### config.mk
export PLATFORM = sky130hd
export DESIGN_NAME = desk_reminder_scheduler_unit
export DESIGN_NICKNAME = d
export VERILOG_FILES = /design/src/design/drs_pkg.sv /design/src/design/drs_cfg_regs.sv /design/src/design/drs_sched_core.sv /design/src/design/desk_reminder_scheduler_unit.sv
export SDC_FILE = /design/constraint.sdc
export NUM_CORES = 1
export LEC_CHECK = 0
export BUFFER_PORTS_ARGS = -buffer_cell sky130_fd_sc_hd__buf_2
export CAP_MARGIN = 20
export CORE_MARGIN = 2
export CORE_UTILIZATION = 60
export CTS_CLUSTER_SIZE = 25
export DETAILED_ROUTE_END_ITERATION = 8
export HOLD_SLACK_MARGIN = 0.05
export MAX_ROUTING_LAYER = met4
export PLACE_DENSITY = 0.9
export SYNTH_ARGS = -nofsm -noshare
export SYNTH_HDL_FRONTEND = slang
export SYNTH_HIERARCHICAL = 1
export SYNTH_SLANG_ARGS = --single-unit
### constraint.sdc
create_clock -name clk -period 16.4 [get_ports clk]
set_clock_uncertainty 0.1 [all_clocks]
set_input_delay 3.28 -clock clk [delete_from_list [all_inputs] [get_ports clk]]
set_output_delay 3.28 -clock clk [all_outputs]
set_load 0.02 [all_outputs]
### src/design/drs_pkg.sv
// ----------------------------------------------------------------------------
// drs_pkg
// Shared types and constants of the desk reminder scheduler: configuration
// register map, tick and event records, time constants.
// ----------------------------------------------------------------------------
package drs_pkg;

  // time constants
  localparam int unsigned MIN_PER_DAY = 1440;
  localparam int unsigned SEC_PER_MIN = 60;
  localparam int unsigned MS_PER_SEC  = 1000;
  localparam int unsigned MS_PER_MIN  = SEC_PER_MIN * MS_PER_SEC;

  // field widths
  localparam int unsigned MOD_W    = 11;  // minute of day, also config width
  localparam int unsigned DAY_W    = 9;
  localparam int unsigned HOUR_W   = 5;
  localparam int unsigned MINUTE_W = 6;
  localparam int unsigned SEC_W    = 32;
  localparam int unsigned MS_W     = 32;
  localparam int unsigned CURMIN_W = 21;  // day*1440 + minute of day

  // configuration port
  localparam int unsigned CFG_IDX_W  = 3;
  localparam int unsigned CFG_DATA_W = MOD_W;

  typedef enum logic [CFG_IDX_W-1:0] {
    REG_ALARM_MIN   = 3'd0,
    REG_OFFWORK_MIN = 3'd1,
    REG_WORK_START  = 3'd2,
    REG_SEDENTARY   = 3'd3,
    REG_HYDRATION   = 3'd4,
    REG_QUOTE       = 3'd5,
    REG_MUTED       = 3'd6
  } cfg_idx_t;

  // reset values of the configuration registers
  localparam logic [MOD_W-1:0] RST_ALARM_MIN   = 11'd420;
  localparam logic [MOD_W-1:0] RST_OFFWORK_MIN = 11'd1080;
  localparam logic [MOD_W-1:0] RST_WORK_START  = 11'd540;
  localparam logic [MOD_W-1:0] RST_SEDENTARY   = 11'd60;
  localparam logic [MOD_W-1:0] RST_HYDRATION   = 11'd60;
  localparam logic [MOD_W-1:0] RST_QUOTE       = 11'd15;

  typedef struct packed {
    logic [MOD_W-1:0] alarm_min;
    logic [MOD_W-1:0] offwork_min;
    logic [MOD_W-1:0] work_start;
    logic [MOD_W-1:0] sit_limit;
    logic [MOD_W-1:0] drink_ivl;
    logic [MOD_W-1:0] quote_ivl;
    logic             muted;
  } cfg_t;

  // one scan tick
  typedef struct packed {
    logic                synced;
    logic [SEC_W-1:0]    unix_seconds;
    logic [HOUR_W-1:0]   hour;
    logic [MINUTE_W-1:0] minute;
    logic [DAY_W-1:0]    day_of_year;
    logic [MS_W-1:0]     now_ms;
    logic                key_pressed;
  } tick_t;

  // one result
  typedef struct packed {
    logic alarm_event;
    logic alarm_sound;
    logic offwork_event;
    logic sedentary_event;
    logic hydration_event;
    logic quote_event;
  } evt_t;

endpackage

### src/design/drs_cfg_regs.sv
// ----------------------------------------------------------------------------
// drs_cfg_regs
// Configuration register file: write-only, indexed, values masked to width.
// ----------------------------------------------------------------------------
module drs_cfg_regs (
  input  logic                            clk,
  input  logic                            rst_n,
  input  logic                            cfg_wr_en,
  input  logic [drs_pkg::CFG_IDX_W-1:0]   cfg_index,
  input  logic [drs_pkg::CFG_DATA_W-1:0]  cfg_wdata,
  output drs_pkg::cfg_t                   cfg
);
  import drs_pkg::*;

  cfg_t cfg_r;
  cfg_t cfg_nxt;

  // register decode
  always_comb begin
    cfg_nxt = cfg_r;
    if (cfg_wr_en) begin
      unique case (cfg_index)
        REG_ALARM_MIN:   cfg_nxt.alarm_min   = cfg_wdata;
        REG_OFFWORK_MIN: cfg_nxt.offwork_min = cfg_wdata;
        REG_WORK_START:  cfg_nxt.work_start  = cfg_wdata;
        REG_SEDENTARY:   cfg_nxt.sit_limit   = cfg_wdata;
        REG_HYDRATION:   cfg_nxt.drink_ivl   = cfg_wdata;
        REG_QUOTE:       cfg_nxt.quote_ivl   = cfg_wdata;
        REG_MUTED:       cfg_nxt.muted       = cfg_wdata[0];
        default:         cfg_nxt = cfg_r;
      endcase
    end
  end

  // register storage
  always_ff @(posedge clk) begin
    if (!rst_n) begin
      cfg_r.alarm_min   <= RST_ALARM_MIN;
      cfg_r.offwork_min <= RST_OFFWORK_MIN;
      cfg_r.work_start  <= RST_WORK_START;
      cfg_r.sit_limit   <= RST_SEDENTARY;
      cfg_r.drink_ivl   <= RST_HYDRATION;
      cfg_r.quote_ivl   <= RST_QUOTE;
      cfg_r.muted       <= 1'b0;
    end else begin
      cfg_r <= cfg_nxt;
    end
  end

  assign cfg = cfg_r;

endmodule

### src/design/drs_sched_core.sv
// ----------------------------------------------------------------------------
// drs_sched_core
// Scheduler state and per-tick decision logic: day tracking, daily alarm and
// off-work marks, sedentary idle timer, interval timers and minute claiming.
// ----------------------------------------------------------------------------
module drs_sched_core (
  input  logic           clk,
  input  logic           rst_n,
  input  logic           tick_en,
  input  drs_pkg::tick_t tick,
  input  drs_pkg::cfg_t  cfg,
  output drs_pkg::evt_t  evt
);
  import drs_pkg::*;

  // state
  logic                day_seen_r, day_seen_nxt;
  logic [DAY_W-1:0]    last_day_r, last_day_nxt;
  logic                alarm_done_r, alarm_done_nxt;
  logic                offwork_done_r, offwork_done_nxt;
  logic                hyd_v_r, hyd_v_nxt;
  logic [SEC_W-1:0]    hyd_stamp_r, hyd_stamp_nxt;
  logic                quote_v_r, quote_v_nxt;
  logic [SEC_W-1:0]    quote_stamp_r, quote_stamp_nxt;
  logic                notice_v_r, notice_v_nxt;
  logic [CURMIN_W-1:0] notice_min_r, notice_min_nxt;
  logic [MS_W-1:0]     activity_r, activity_nxt;

  // decision terms
  logic [MOD_W-1:0]    mod;
  logic [CURMIN_W-1:0] cur_min;
  logic                new_day;
  logic                alarm_fire, offwork_fire, in_window;
  logic [MS_W-1:0]     act_eff, idle_ms, sed_thr;
  logic                sed_due;
  logic [SEC_W-1:0]    hyd_base, quote_base;
  logic [SEC_W:0]      hyd_diff, quote_diff;
  logic [SEC_W-1:0]    hyd_thr, quote_thr;
  logic                hyd_due, quote_due;
  logic                busy0, busy1, busy2;
  logic                sed_ev, hyd_ev, quote_ev;

  // time of day and minute index
  always_comb begin
    mod     = MOD_W'(tick.hour) * MOD_W'(SEC_PER_MIN) + MOD_W'(tick.minute);
    cur_min = CURMIN_W'(tick.day_of_year) * CURMIN_W'(MIN_PER_DAY) + CURMIN_W'(mod);
  end

  // daily alarm and off-work
  always_comb begin
    new_day      = !day_seen_r || (last_day_r != tick.day_of_year);
    alarm_fire   = !(alarm_done_r && !new_day) && (mod == cfg.alarm_min);
    offwork_fire = !(offwork_done_r && !new_day) && (mod == cfg.offwork_min);
    in_window    = (mod >= cfg.work_start) && (mod < cfg.offwork_min);
  end

  // sedentary idle timer, key press counts before the check
  always_comb begin
    act_eff = tick.key_pressed ? tick.now_ms : activity_r;
    idle_ms = tick.now_ms - act_eff;
    sed_thr = MS_W'(cfg.sit_limit) * MS_W'(MS_PER_MIN);
    sed_due = in_window && (idle_ms >= sed_thr);
  end

  // interval timers, signed difference so time going back never fires
  always_comb begin
    hyd_base   = hyd_v_r ? hyd_stamp_r : tick.unix_seconds;
    quote_base = quote_v_r ? quote_stamp_r : tick.unix_seconds;
    hyd_diff   = {1'b0, tick.unix_seconds} - {1'b0, hyd_base};
    quote_diff = {1'b0, tick.unix_seconds} - {1'b0, quote_base};
    hyd_thr    = SEC_W'(cfg.drink_ivl) * SEC_W'(SEC_PER_MIN);
    quote_thr  = SEC_W'(cfg.quote_ivl) * SEC_W'(SEC_PER_MIN);
    hyd_due    = in_window && !hyd_diff[SEC_W] && (hyd_diff[SEC_W-1:0] >= hyd_thr);
    quote_due  = in_window && !quote_diff[SEC_W] && (quote_diff[SEC_W-1:0] >= quote_thr);
  end

  // one notice per minute, claimed in priority order
  always_comb begin
    busy0    = alarm_fire || offwork_fire || (notice_v_r && (notice_min_r == cur_min));
    sed_ev   = sed_due && !busy0;
    busy1    = busy0 || sed_due;
    hyd_ev   = hyd_due && !busy1;
    busy2    = busy1 || hyd_due;
    quote_ev = quote_due && !busy2;
  end

  // result
  always_comb begin
    evt                 = '0;
    evt.alarm_event     = tick.synced && alarm_fire;
    evt.alarm_sound     = tick.synced && alarm_fire && !cfg.muted;
    evt.offwork_event   = tick.synced && offwork_fire;
    evt.sedentary_event = tick.synced && sed_ev;
    evt.hydration_event = tick.synced && hyd_ev;
    evt.quote_event     = tick.synced && quote_ev;
  end

  // next state
  always_comb begin
    day_seen_nxt     = day_seen_r;
    last_day_nxt     = last_day_r;
    alarm_done_nxt   = alarm_done_r;
    offwork_done_nxt = offwork_done_r;
    hyd_v_nxt        = hyd_v_r;
    hyd_stamp_nxt    = hyd_stamp_r;
    quote_v_nxt      = quote_v_r;
    quote_stamp_nxt  = quote_stamp_r;
    notice_v_nxt     = notice_v_r;
    notice_min_nxt   = notice_min_r;
    activity_nxt     = act_eff;
    if (tick.synced) begin
      day_seen_nxt     = 1'b1;
      last_day_nxt     = tick.day_of_year;
      alarm_done_nxt   = (alarm_done_r && !new_day) || alarm_fire;
      offwork_done_nxt = (offwork_done_r && !new_day) || offwork_fire;
      if (alarm_fire || offwork_fire || sed_ev || hyd_ev || quote_ev) begin
        notice_v_nxt   = 1'b1;
        notice_min_nxt = cur_min;
      end
      if (in_window) begin
        hyd_v_nxt   = 1'b1;
        quote_v_nxt = 1'b1;
        if (hyd_due || !hyd_v_r) begin
          hyd_stamp_nxt = tick.unix_seconds;
        end
        if (quote_due || !quote_v_r) begin
          quote_stamp_nxt = tick.unix_seconds;
        end
      end
      if (sed_due) begin
        activity_nxt = tick.now_ms;
      end
    end
  end

  // control state
  always_ff @(posedge clk) begin
    if (!rst_n) begin
      day_seen_r     <= 1'b0;
      alarm_done_r   <= 1'b0;
      offwork_done_r <= 1'b0;
      hyd_v_r        <= 1'b0;
      quote_v_r      <= 1'b0;
      notice_v_r     <= 1'b0;
      activity_r     <= '0;
    end else if (tick_en) begin
      day_seen_r     <= day_seen_nxt;
      alarm_done_r   <= alarm_done_nxt;
      offwork_done_r <= offwork_done_nxt;
      hyd_v_r        <= hyd_v_nxt;
      quote_v_r      <= quote_v_nxt;
      notice_v_r     <= notice_v_nxt;
      activity_r     <= activity_nxt;
    end
  end

  // stamps, qualified by the valid bits above
  always_ff @(posedge clk) begin
    if (tick_en) begin
      last_day_r    <= last_day_nxt;
      hyd_stamp_r   <= hyd_stamp_nxt;
      quote_stamp_r <= quote_stamp_nxt;
      notice_min_r  <= notice_min_nxt;
    end
  end

endmodule

### src/design/desk_reminder_scheduler_unit.sv
// ----------------------------------------------------------------------------
// desk_reminder_scheduler_unit: desk reminder scheduler top level
// Path: a tick transfer is captured in the input register, evaluated by the
// scheduler core, and its result is captured in the output register.
// Throughput: one tick per cycle unless the output stalls; one evaluation stage.
// Reset: synchronous; config takes defaults, all day and timer marks clear.
// ----------------------------------------------------------------------------
module desk_reminder_scheduler_unit (
  input  logic                            clk,
  input  logic                            rst_n,
  // configuration
  input  logic                            cfg_wr_en,
  input  logic [drs_pkg::CFG_IDX_W-1:0]   cfg_index,
  input  logic [drs_pkg::CFG_DATA_W-1:0]  cfg_wdata,
  // tick input
  input  logic                            in_valid,
  output logic                            in_ready,
  input  logic                            in_synced,
  input  logic [drs_pkg::SEC_W-1:0]       in_unix_seconds,
  input  logic [drs_pkg::HOUR_W-1:0]      in_hour,
  input  logic [drs_pkg::MINUTE_W-1:0]    in_minute,
  input  logic [drs_pkg::DAY_W-1:0]       in_day_of_year,
  input  logic [drs_pkg::MS_W-1:0]        in_now_ms,
  input  logic                            in_key_pressed,
  // result output
  output logic                            out_valid,
  input  logic                            out_ready,
  output logic                            out_alarm_event,
  output logic                            out_alarm_sound,
  output logic                            out_offwork_event,
  output logic                            out_sedentary_event,
  output logic                            out_hydration_event,
  output logic                            out_quote_event
);
  import drs_pkg::*;

  cfg_t  cfg;
  tick_t tick_r;
  logic  tick_vld_r, tick_vld_nxt;
  evt_t  evt;
  evt_t  out_r;
  logic  out_vld_r, out_vld_nxt;
  logic  advance, in_xfer;

  drs_cfg_regs u_cfg (
    .clk       (clk),
    .rst_n     (rst_n),
    .cfg_wr_en (cfg_wr_en),
    .cfg_index (cfg_index),
    .cfg_wdata (cfg_wdata),
    .cfg       (cfg)
  );

  // handshake: evaluation stage moves when the output register is free
  always_comb begin
    advance      = !out_vld_r || out_ready;
    in_ready     = !tick_vld_r || advance;
    in_xfer      = in_valid && in_ready;
    tick_vld_nxt = in_xfer || (tick_vld_r && !advance);
    out_vld_nxt  = advance ? tick_vld_r : out_vld_r;
  end

  // input register
  always_ff @(posedge clk) begin
    if (in_xfer) begin
      tick_r.synced       <= in_synced;
      tick_r.unix_seconds <= in_unix_seconds;
      tick_r.hour         <= in_hour;
      tick_r.minute       <= in_minute;
      tick_r.day_of_year  <= in_day_of_year;
      tick_r.now_ms       <= in_now_ms;
      tick_r.key_pressed  <= in_key_pressed;
    end
  end

  drs_sched_core u_core (
    .clk     (clk),
    .rst_n   (rst_n),
    .tick_en (tick_vld_r && advance),
    .tick    (tick_r),
    .cfg     (cfg),
    .evt     (evt)
  );

  // result register
  always_ff @(posedge clk) begin
    if (advance && tick_vld_r) begin
      out_r <= evt;
    end
  end

  // stage valid flags
  always_ff @(posedge clk) begin
    if (!rst_n) begin
      tick_vld_r <= 1'b0;
      out_vld_r  <= 1'b0;
    end else begin
      tick_vld_r <= tick_vld_nxt;
      out_vld_r  <= out_vld_nxt;
    end
  end

  assign out_valid           = out_vld_r;
  assign out_alarm_event     = out_r.alarm_event;
  assign out_alarm_sound     = out_r.alarm_sound;
  assign out_offwork_event   = out_r.offwork_event;
  assign out_sedentary_event = out_r.sedentary_event;
  assign out_hydration_event = out_r.hydration_event;
  assign out_quote_event     = out_r.quote_event;

endmodule

Word-level counts from Yosys, hierarchy flattened

Cells that the tools add are included.

Add/subtract/negate cells: 5
Eq/ne operators: 10
Mux-type cells: 5
Reduce and logical (&&, ||, !) cells: 65
Magnitude comparators: 5
Multipliers: 5

Operator list:

| cell                   | count |
|---|---|
| $mux 32                | 5 |
| $sub 32x32->33         | 2 |
| $ge 32x17->1           | 2 |
| $ge 32x27->1           | 1 |
| $sub 32x32->32         | 1 |
| $mul 11x4->15 const B  | 2 |
| $logic_and 1x1->1      | 23 |
| $eq 11x11->1           | 2 |
| $mul 11x11->22 const B | 1 |
| $add 20x11->21         | 1 |
| $eq 21x21->1           | 1 |
| $reduce_and 2->1       | 8 |
| $logic_or 1x1->1       | 15 |
| $mul 9x6->15 const B   | 1 |
| $logic_not 1->1        | 14 |
| $add 11x6->11          | 1 |
| $ge 11x11->1           | 1 |
| $lt 11x11->1           | 1 |
| $eq 3x3->1 const B     | 3 |
| $mul 5x4->9 const B    | 1 |
| $ne 9x9->1             | 1 |
| $reduce_and 4->1       | 2 |
| $eq 3x2->1 const B     | 2 |
| $reduce_and 3->1       | 2 |
| 2 further kinds        | 2 |

Output and inout bits: 8
Bits in registers: 292

Depth between registers and ports, before layout

Gate-level depths: netlist of run 1.

Depth after elaboration: 14
Mapped depth: 27
Gate-level depth less buffers: 26

Modules after synthesis

The synthesis of run 1 kept the hierarchy.

Modules (own cells, without submodules):

| module                       | times used | sequential area each (um^2) | cells an instance | area an instance (um^2) |
|---|---|---|---|---|
| drs_sched_core               | 1          | 3563.4                      | 2151              | 18895.6 |
| desk_reminder_scheduler_unit | 1          | 2802.7                      | 101               | 2866.5 |
| drs_cfg_regs                 | 1          | 1341.3                      | 254               | 2645.0 |

Worst setup path before layout of run 1

No wires, ideal clock.

Path kind: input -> register
Start: in out_ready
End: reg tick_r[0] in the netlist's numbering, enable pin
Setup time: 0.559 ns
Path slack: 8.242 ns
Stages: 2
Data arrival time: 7.499 ns
Buffers on the path: 0
Data required time: 15.741 ns
Cells stage by stage: nor2b_4 > a21oi_1

Word-level cells in the longest chain between the ends: 3

Ends and longest elaborated chain:

| item              | line                               | RTL |
|---|---|---|
| start, declared   | desk_reminder_scheduler_unit.sv:27 | `input logic out_ready,` |
| $logic_or 1x1->1  | desk_reminder_scheduler_unit.sv:56 | `advance = !out_vld_r \|\| out_ready;` |
| $logic_or 1x1->1  | desk_reminder_scheduler_unit.sv:57 | `in_ready = !tick_vld_r \|\| advance;` |
| $logic_and 1x1->1 | desk_reminder_scheduler_unit.sv:58 | `in_xfer = in_valid && in_ready;` |
| named net in_xfer | desk_reminder_scheduler_unit.sv:43 | `logic advance, in_xfer;` |
| end, declared     | desk_reminder_scheduler_unit.sv:38 | `tick_t tick_r;` |

The timed path passes the listed nets, and every way through them passes these cells.
A chain may end at the register's enable or synchronous reset.

Final worst setup path of run 1

Start: reg u_cfg.cfg_r, in the netlist u_cfg/cfg[24]
End: reg u_core.notice_min_r[12], enable pin

Word-level cells in the longest chain between the ends: 9
Elaborated cells on any way between the ends: 14

Ends and longest elaborated chain:

| item                                                         | line                                        | RTL |
|---|---|---|
| start, declared                                              | drs_cfg_regs.sv:15                          | `cfg_t cfg_r;` |
| start signal, assigned                                       | drs_cfg_regs.sv:46                          | `cfg_r <= cfg_nxt;` |
| $mul 11x11->22 *                                             | drs_sched_core.sv:61                        | `sed_thr = MS_W'(cfg.sit_limit) * MS_W'(MS_PER_MIN);` |
| $ge 32x27->1 *                                               | drs_sched_core.sv:62                        | `sed_due = in_window && (idle_ms >= sed_thr);` |
| $logic_and 1x1->1 *                                          | drs_sched_core.sv:62                        |  |
| $logic_or 1x1->1                                             | drs_sched_core.sv:81                        | `busy1 = busy0 \|\| sed_due;` |
| $logic_not 1->1 / $logic_or 1x1->1 (equally long branches)   | drs_sched_core.sv:82, drs_sched_core.sv:83  |  |
| $logic_and 1x1->1 / $logic_not 1->1 (equally long branches)  | drs_sched_core.sv:82, drs_sched_core.sv:84  |  |
| $logic_or 1x1->1 / $logic_and 1x1->1 (equally long branches) | drs_sched_core.sv:116, drs_sched_core.sv:84 |  |
| $logic_or 1x1->1 *                                           | drs_sched_core.sv:116                       | `if (alarm_fire \|\| offwork_fire \|\| sed_ev \|\| hyd_ev \|\| quote_ev) begin` |
| $reduce_and 3->1 (no line) *                                 | --                                          |  |
| end signal, assigned                                         | drs_sched_core.sv:163                       | `notice_min_r <= notice_min_nxt;` |
| end, declared                                                | drs_sched_core.sv:26                        | `logic [CURMIN_W-1:0] notice_min_r, notice_min_nxt;` |

Every way passes the cells marked *; elsewhere a longest branch is shown, timed or not.

==> key figures, run 1 <==
Run status
  • Run status: finished, final reports clean

Worst setup path
  • Crit path arrival time: around 8.6 ns
  • Capture instance of the worst register-to-register path: u_core/notice_min_r[12]
  • Startpoint types: flip-flop
  • Number of cells traversed by the worst register-to-register path: 24
  • Flop2flop setup slack: 7.92 ns
  • Required time of the worst setup path: 16.47 ns
  • Worst Setup End Kind: flip-flop
  • Worst reg2reg path startpoint: u_cfg/cfg[24]
  • Worst setup path class: reg2reg
  • Largest fanout on the critical path: 21

Placed design
  • Port buffer count: 112
  • RD Place Congestion: slightly above 0.9
  • Setup slack at placement: 8.04 ns
  • Placed wire-length estimate: 46000 um
  • Cell count after placement: 3089

Final layout
  • Commonest cells after routing, fill and taps aside: sky130_fd_sc_hd__ha_1, sky130_fd_sc_hd__a21oi_1, sky130_fd_sc_hd__inv_1
  • Area growth from synthesis to final layout: 9.29%
  • Most common cell after layout, fill and taps aside: sky130_fd_sc_hd__ha_1
  • Layout Cells excl Fill: 3154
  • Share of cells above drive strength 1: 0.0833
  • Layout filler cell count: 2950
  • Net count, final: 3125

GRT
  • Antenna violations before repair: 1
  • Wire length of the first global-routing pass: 97100 um
  • Maximum number of pins on one net before global-route repair: 97
  • Global route overflow: 0
  • Vias in the first global route: between 15000 and 20000
  • Aggregate global-route resource usage: 0.294

Synth
  • Number of enable-type register cells in the synthesized netlist: 186
  • Syn_nets: 3030
  • Async set-or-reset flop fraction in the synthesized netlist: 0
  • Seq cells post-synth: 292
  • Post-Synthesis Cells: 2506
  • Cell area after technology mapping: 0.0244 mm^2
  • Synthesized area per cell: 9.74 um^2
  • Yosys warning total: 6
  • Post-synth top flop: sky130_fd_sc_hd__edfxtp_1
  • Netlist cell types: 90
  • Fraction of the yosys area taken by sequential cells: 0.316

Clocking
  • Clock Tree Buf Depth: 3
  • CTS HTree Levels: 2
  • Clock sinks: 292
  • Total CTS buffers: 35
  • Clock tree from TritonCTS: built
  • Clock root buffer: sky130_fd_sc_hd__clkbuf_16
  • Post-CTS setup-driven buffer insertion count: 0
  • CTS clock-pin slew for the worst setup and hold paths: ~0.07 ns
  • Post-cts gate resize count: 0
  • Hold_buf cts: 0
  • Latest clock arrival within the worst-skew pair: 0.57 ns

Run
  • Max-cap check violation count: 0

STA
  • Sum of negative setup slack: 0 ns
  • Unrepaired setup endpoints after global routing: false
  • Final Slew Violations: 0
  • Tcrit/Tclk final: 0.517
  • Final Hold Fails: 0
  • Final worst hold slack: approximately 0.36 ns
  • Worst setup slack after layout: between 7 and 8 ns
  • F_max: 118 MHz
  • Final worst path period need: 8.48 ns
  • Final number of setup-violating endpoints: 0
  • Transition time at the pin with the least slew margin: 1.11 ns
  • Normalized max-slew margin: 0.261

Worst hold path
  • Path class of the lowest-slack min-delay path: reg2reg
  • Hold Startpoint: u_cfg/cfg[53]
  • Sink of the worst hold path: u_cfg/cfg[53]
  • Cell depth of the worst hold path: 2

Detailed routing
  • Drt first-iter violations: 1428
  • Antenna Violating Nets Remaining: 0
  • Total via count in the routed design: 19505
  • Mean routed wirelength per cell: 19.0 um
  • DRC violation count after routing: 0
  • Mean number of vias per cell: a little over 6
  • Pre-Repair DR Iteration Count: 6
  • Detailed-route wire length: about 60000 um

Floorplan
  • Die span in y: 206 um
  • Area of the core: ~0.040 mm^2
  • Chip Width: between 200 and 250 um
  • Area of the die: 0.0423 mm^2
  • Initial core utilization: 0.611
  • # rows: 73
  • I/O pin count: approximately 110

Power
  • Total leakage power: 11.8 nW
  • Power Total: 3.15 mW
  • Pwr/cell area: between 100 and 150 mW/mm^2
  • Maximum vdd drop: 0.0938 mV
-- Yosys cell counts, drive strengths merged (16+ instances only) --
cell / count / area share
ha: 322 / 0.17
a21oi: 246 / 0.050
inv: 222 / 0.034
edfxtp: 186 / 0.23
nand2: 152 / 0.023
o21ai: 138 / 0.028
nor2: 109 / 0.017
dfxtp: 106 / 0.087
mux2i: 103 / 0.042
fa: 97 / 0.080
xnor2: 93 / 0.033
nor2b: 92 / 0.024
nand3: 72 / 0.015
xor2: 68 / 0.024
a21o: 50 / 0.015
clkbuf: 43 / 0.0067
o21a: 35 / 0.011
nor3: 31 / 0.0064
nand2b: 30 / 0.0077
nand4: 29 / 0.0074
buf: 24 / 0.0056
a31oi: 21 / 0.0054
nor4: 17 / 0.0046
a211oi: 16 / 0.0049
-- logic make-up after synthesis --
family,Yosys count,synth area share
AO/OA/AOI/OAI,634,0.162
AND/OR/NAND/NOR,601,0.127
adder cells (fa/ha/maj),419,0.245
flip-flops,292,0.316
buffers and inverters,290,0.0465
XOR/XNOR,165,0.0615
multiplexers,105,0.0432
-- critical path, stage by stage, from the launching register on --
cell                        delay (ns)
sky130_fd_sc_hd__dfxtp_1          0.51
sky130_fd_sc_hd__inv_1            0.11
sky130_fd_sc_hd__fa_1             0.55
sky130_fd_sc_hd__inv_1            0.05
sky130_fd_sc_hd__fa_1             0.52
sky130_fd_sc_hd__fa_1             0.46
sky130_fd_sc_hd__fa_1             0.53
sky130_fd_sc_hd__inv_1            0.07
sky130_fd_sc_hd__fa_1             0.52
sky130_fd_sc_hd__inv_1            0.05
sky130_fd_sc_hd__ha_1             0.25
sky130_fd_sc_hd__a211oi_1         0.31
sky130_fd_sc_hd__nor2_1           0.13
sky130_fd_sc_hd__or4_1            0.44
sky130_fd_sc_hd__a31o_2           0.23
sky130_fd_sc_hd__o211ai_1         0.20
sky130_fd_sc_hd__xor2_1           0.20
sky130_fd_sc_hd__ha_1             0.27
sky130_fd_sc_hd__a2111oi_0        0.44
sky130_fd_sc_hd__o21ai_0          0.15
sky130_fd_sc_hd__o221ai_1         0.21
sky130_fd_sc_hd__nand4_1          0.23
sky130_fd_sc_hd__o31ai_1          0.81
sky130_fd_sc_hd__nand2_1          0.11
sky130_fd_sc_hd__o31a_1           0.61
-- flip-flops by register name, summed over array words and instances, names as in the netlist, 9 cells and up --
| register | flops |
|---|---|
| tick_r | 86 |
| u_cfg/cfg | 67 |
| u_core/last_day_r | 9 |
| u_core/quote_stamp_r | 32 |
| u_core/hyd_stamp_r | 32 |
| u_core/notice_min_r | 21 |
| u_core/activity_r | 32 |
-- through the flow --
stage                      util  cell area [um^2]
after floorplan               -             24400
after global placement    0.637             25400
after detailed placement  0.638             25500
after CTS                 0.668             26700
after global routing      0.668             26700
final                     0.668             26700
-- area by class of cell --
cell class	count	area, um^2	area share
flip-flops and latches	292	7710	0.289
clock buffers	47	1030	0.0387
clock inverters	17	159	0.00596
diodes	1	2.50	0.0000938
well taps	525	657	0.0246
multi-input cells	1924	15600	0.584
repair buffers	125	691	0.0259
inverters	223	837	0.0314
-- per-layer routing --
| layer | global-route usage | vias up | wire length, um | share of wire |
|---|---|---|---|---|
| met3 | 0.0420 | 163 | 3300 | 0.055 |
| met4 | 0.109 | 0 | 2090 | 0.035 |
| met1 | 0.352 | 9417 | 24600 | 0.41 |
| li1 | - | 9254 | - | - |
| met2 | 0.504 | 671 | 29800 | 0.50 |
| met5 | - | - | 0 | 0 |
-- where the power goes --
group          total (mW)  internal [mW]  switching, mW
clock               0.798          0.465          0.332
sequential          0.893          0.857         0.0355
combinational        1.46          0.601          0.863
total                3.15           1.92           1.23
-- worst max-delay path by stage --
stage | from | end | slack (ns)
5_1_grt | u_cfg/cfg[24] | u_core/notice_min_r[9] | 7.29
2_1_floorplan | out_ready | tick_r[0] | 8.24
6_report | u_cfg/cfg[24] | u_core/notice_min_r[12] | 7.92
4_1_cts | u_cfg/cfg[24] | u_core/notice_min_r[16] | 7.97
3_3_place_gp | u_cfg/cfg[24] | u_core/notice_min_r[3] | 8.36
3_5_place_dp | u_cfg/cfg[24] | u_core/notice_min_r[1] | 8.04
(Power assumes the default switching activity.)
==> run 2, diff against run 1 <==
==> constraint.sdc (replaced) <==
create_clock -name clk -period 8.45 [get_ports clk]
set_clock_uncertainty 0.1 [all_clocks]
set_input_delay 1.69 -clock clk [delete_from_list [all_inputs] [get_ports clk]]
set_output_delay 1.69 -clock clk [all_outputs]
set_load 0.02 [all_outputs]
==> key figures, run 2 (synthesized netlist as in run 1, its figures left out) <==
Clocking
  • Clock root buffer: sky130_fd_sc_hd__clkbuf_16
  • Latest clock arrival within the worst-skew pair: around 0.57 ns
  • Clock Tree Buf Depth: 3
  • Clock tree from TritonCTS: built
  • Post-cts gate resize count: 0
  • CTS clock-pin slew for the worst setup and hold paths: ~0.060 ns
  • Clock sinks: 292
  • Total CTS buffers: 36
  • CTS HTree Levels: 2
  • Post-CTS setup-driven buffer insertion count: 0
  • Hold_buf cts: 0

Power
  • Sequential share of power: 0.276
  • Design internal power: between 3 and 4 mW
  • Net switching power: between 2 and 2.5 mW
  • Maximum vdd drop: 0.170 mV
  • Total leakage power: 11.9 nW
  • Clock network power share: 0.267
  • Power Total: 6.29 mW
  • Part of the total power dissipated in combinational logic: 0.457
  • Pwr/cell area: around 230 mW/mm^2
  • Switching power as a share of total power: 0.388

GRT
  • Wire length of the first global-routing pass: 98200 um
  • Antenna violations before repair: 3
  • Global route overflow: 0
  • Vias in the first global route: 19691
  • Maximum number of pins on one net before global-route repair: 93
  • Aggregate global-route resource usage: 0.298

STA
  • Final number of setup-violating endpoints: 0
  • Normalized max-slew margin: 0.427
  • Sum of negative setup slack: 0 ns
  • F_max: 126 MHz
  • Transition time at the pin with the least slew margin: 0.857 ns
  • Final worst path period need: 7.93 ns
  • Final Hold Fails: 0
  • Unrepaired setup endpoints after global routing: false
  • Tcrit/Tclk final: 0.939
  • Final worst hold slack: approximately 0.36 ns
  • Final Slew Violations: 0

Final layout
  • Layout filler cell count: 2902
  • Net count, final: 3128
  • Commonest cells after routing, fill and taps aside: sky130_fd_sc_hd__ha_1, sky130_fd_sc_hd__a21oi_1, sky130_fd_sc_hd__inv_1
  • Largest register by flop count: tick_r
  • Share of cells above drive strength 1: 0.0840
  • Area growth from synthesis to final layout: 9.86%
  • Most common cell after layout, fill and taps aside: sky130_fd_sc_hd__ha_1
  • Post-Route Utilization: 0.672
  • Number of flip-flops under the largest register name: 86

Worst setup path
  • Worst setup path class: reg2reg
  • Startpoint types: flip-flop
  • Required time of the worst setup path: 8.60 ns
  • Worst Setup End Kind: flip-flop
  • Largest fanout on the critical path: 21
  • Crit path arrival time: 8.08 ns
  • Flop2flop setup slack: about 0.52 ns

Placed design
  • RD Place Congestion: 0.946
  • Port buffer count: 112
  • Placed wire-length estimate: 45800 um

Detailed routing
  • Met3 routed WL: around 3500 um
  • Wire length on met2: 30200 um
  • Total via count in the routed design: 19560
  • Drt first-iter violations: 1438
  • Detailed-route wire length: 60800 um
  • Highest metal layer with signal wires: met4
  • Mean routed wirelength per cell: approximately 19 um
  • DRC violation count after routing: 0
  • M1 WL: 24900 um
  • Mean number of vias per cell: 6.19
  • Pre-Repair DR Iteration Count: 9
  • Antenna Violating Nets Remaining: 0

Floorplan
  • Area of the die: 0.0423 mm^2
  • # rows: 73
  • I/O pin count: 113
  • Area of the core: 0.0399 mm^2
  • Die span in y: 206 um
  • Chip Width: about 210 um
  • Initial core utilization: 0.611

Worst hold path
  • Path class of the lowest-slack min-delay path: reg2reg

Run status
  • Run status: finished, final reports clean

Run
  • Max-cap check violation count: 0
## run 2: cell count changes in the layout (fill, tap and decap cells not counted), sizes merged
cell / before / now
buf: 125 / 127
bufinv: 1 / 6
clkbuf: 47 / 44
clkinv: 12 / 11
diode: 1 / 3
inv: 225 / 226
## run 2: per-stage QoR
stage	std cells	cell area, um^2	setup slack (ns)
2_1_floorplan	2506	24400	1.33
3_3_place_gp	3088	25400	0.799
3_5_place_dp	3090	25500	0.486
4_1_cts	3156	26800	0.399
5_1_grt	3160	26800	0.0781
6_report	3160	26800	0.518
## run 2: area by class of cell
cell class              instances  area (um^2)  area share
multi-input cells            1924        15600       0.581
diodes                          3         7.51    0.000280
well taps                     525          657      0.0245
repair buffers                127          733      0.0273
flip-flops and latches        292         7710       0.287
clock buffers                  44          961      0.0358
inverters                     223          837      0.0312
clock inverters                22          322      0.0120
## run 2: layer usage
layer / vias up / global-route usage
met3: 162 / 0.0418
met5: - / -
met2: 699 / 0.508
met4: 0 / 0.110
li1: 9233 / -
met1: 9466 / 0.360
## run 2: final timing paths
kind,from,to,depth (start not counted)
hold reg to reg,u_core/activity_r[20],u_core/activity_r[20],2
setup / recovery,u_cfg/cfg[24],u_core/notice_min_r[7],26
setup reg to reg,u_cfg/cfg[24],u_core/notice_min_r[7],26
hold / removal,u_core/activity_r[20],u_core/activity_r[20],2
## run 2: power by group through the flow
stage               clock [mW]  combinational [mW]  sequential (mW)
floorplan                    0                2.10             1.74
global placement             0                2.64             1.76
detailed placement           0                2.76             1.76
CTS                       1.70                2.81             1.74
global route              1.76                3.17             1.75
finish                    1.68                2.88             1.74
## run 2: worst max-delay path, cell delays in order, from the launching register on
cell                        delay (ns)
sky130_fd_sc_hd__dfxtp_1          0.52
sky130_fd_sc_hd__inv_1            0.12
sky130_fd_sc_hd__fa_1             0.55
sky130_fd_sc_hd__inv_1            0.06
sky130_fd_sc_hd__fa_1             0.53
sky130_fd_sc_hd__fa_1             0.45
sky130_fd_sc_hd__fa_1             0.52
sky130_fd_sc_hd__inv_1            0.05
sky130_fd_sc_hd__fa_1             0.50
sky130_fd_sc_hd__inv_1            0.04
sky130_fd_sc_hd__ha_1             0.24
sky130_fd_sc_hd__a211oi_1         0.29
sky130_fd_sc_hd__nor2_1           0.11
sky130_fd_sc_hd__or4_1            0.45
sky130_fd_sc_hd__a31o_2           0.23
sky130_fd_sc_hd__nor2_1           0.12
sky130_fd_sc_hd__xor2_1           0.21
sky130_fd_sc_hd__ha_1             0.28
sky130_fd_sc_hd__nor2b_1          0.13
sky130_fd_sc_hd__a2111oi_0        0.35
sky130_fd_sc_hd__o21ai_0          0.16
sky130_fd_sc_hd__o221ai_1         0.22
sky130_fd_sc_hd__nand4_1          0.26
sky130_fd_sc_hd__o31ai_1          0.32
sky130_fd_sc_hd__buf_4            0.22
sky130_fd_sc_hd__nand2_1          0.06
sky130_fd_sc_hd__o31a_2           0.50
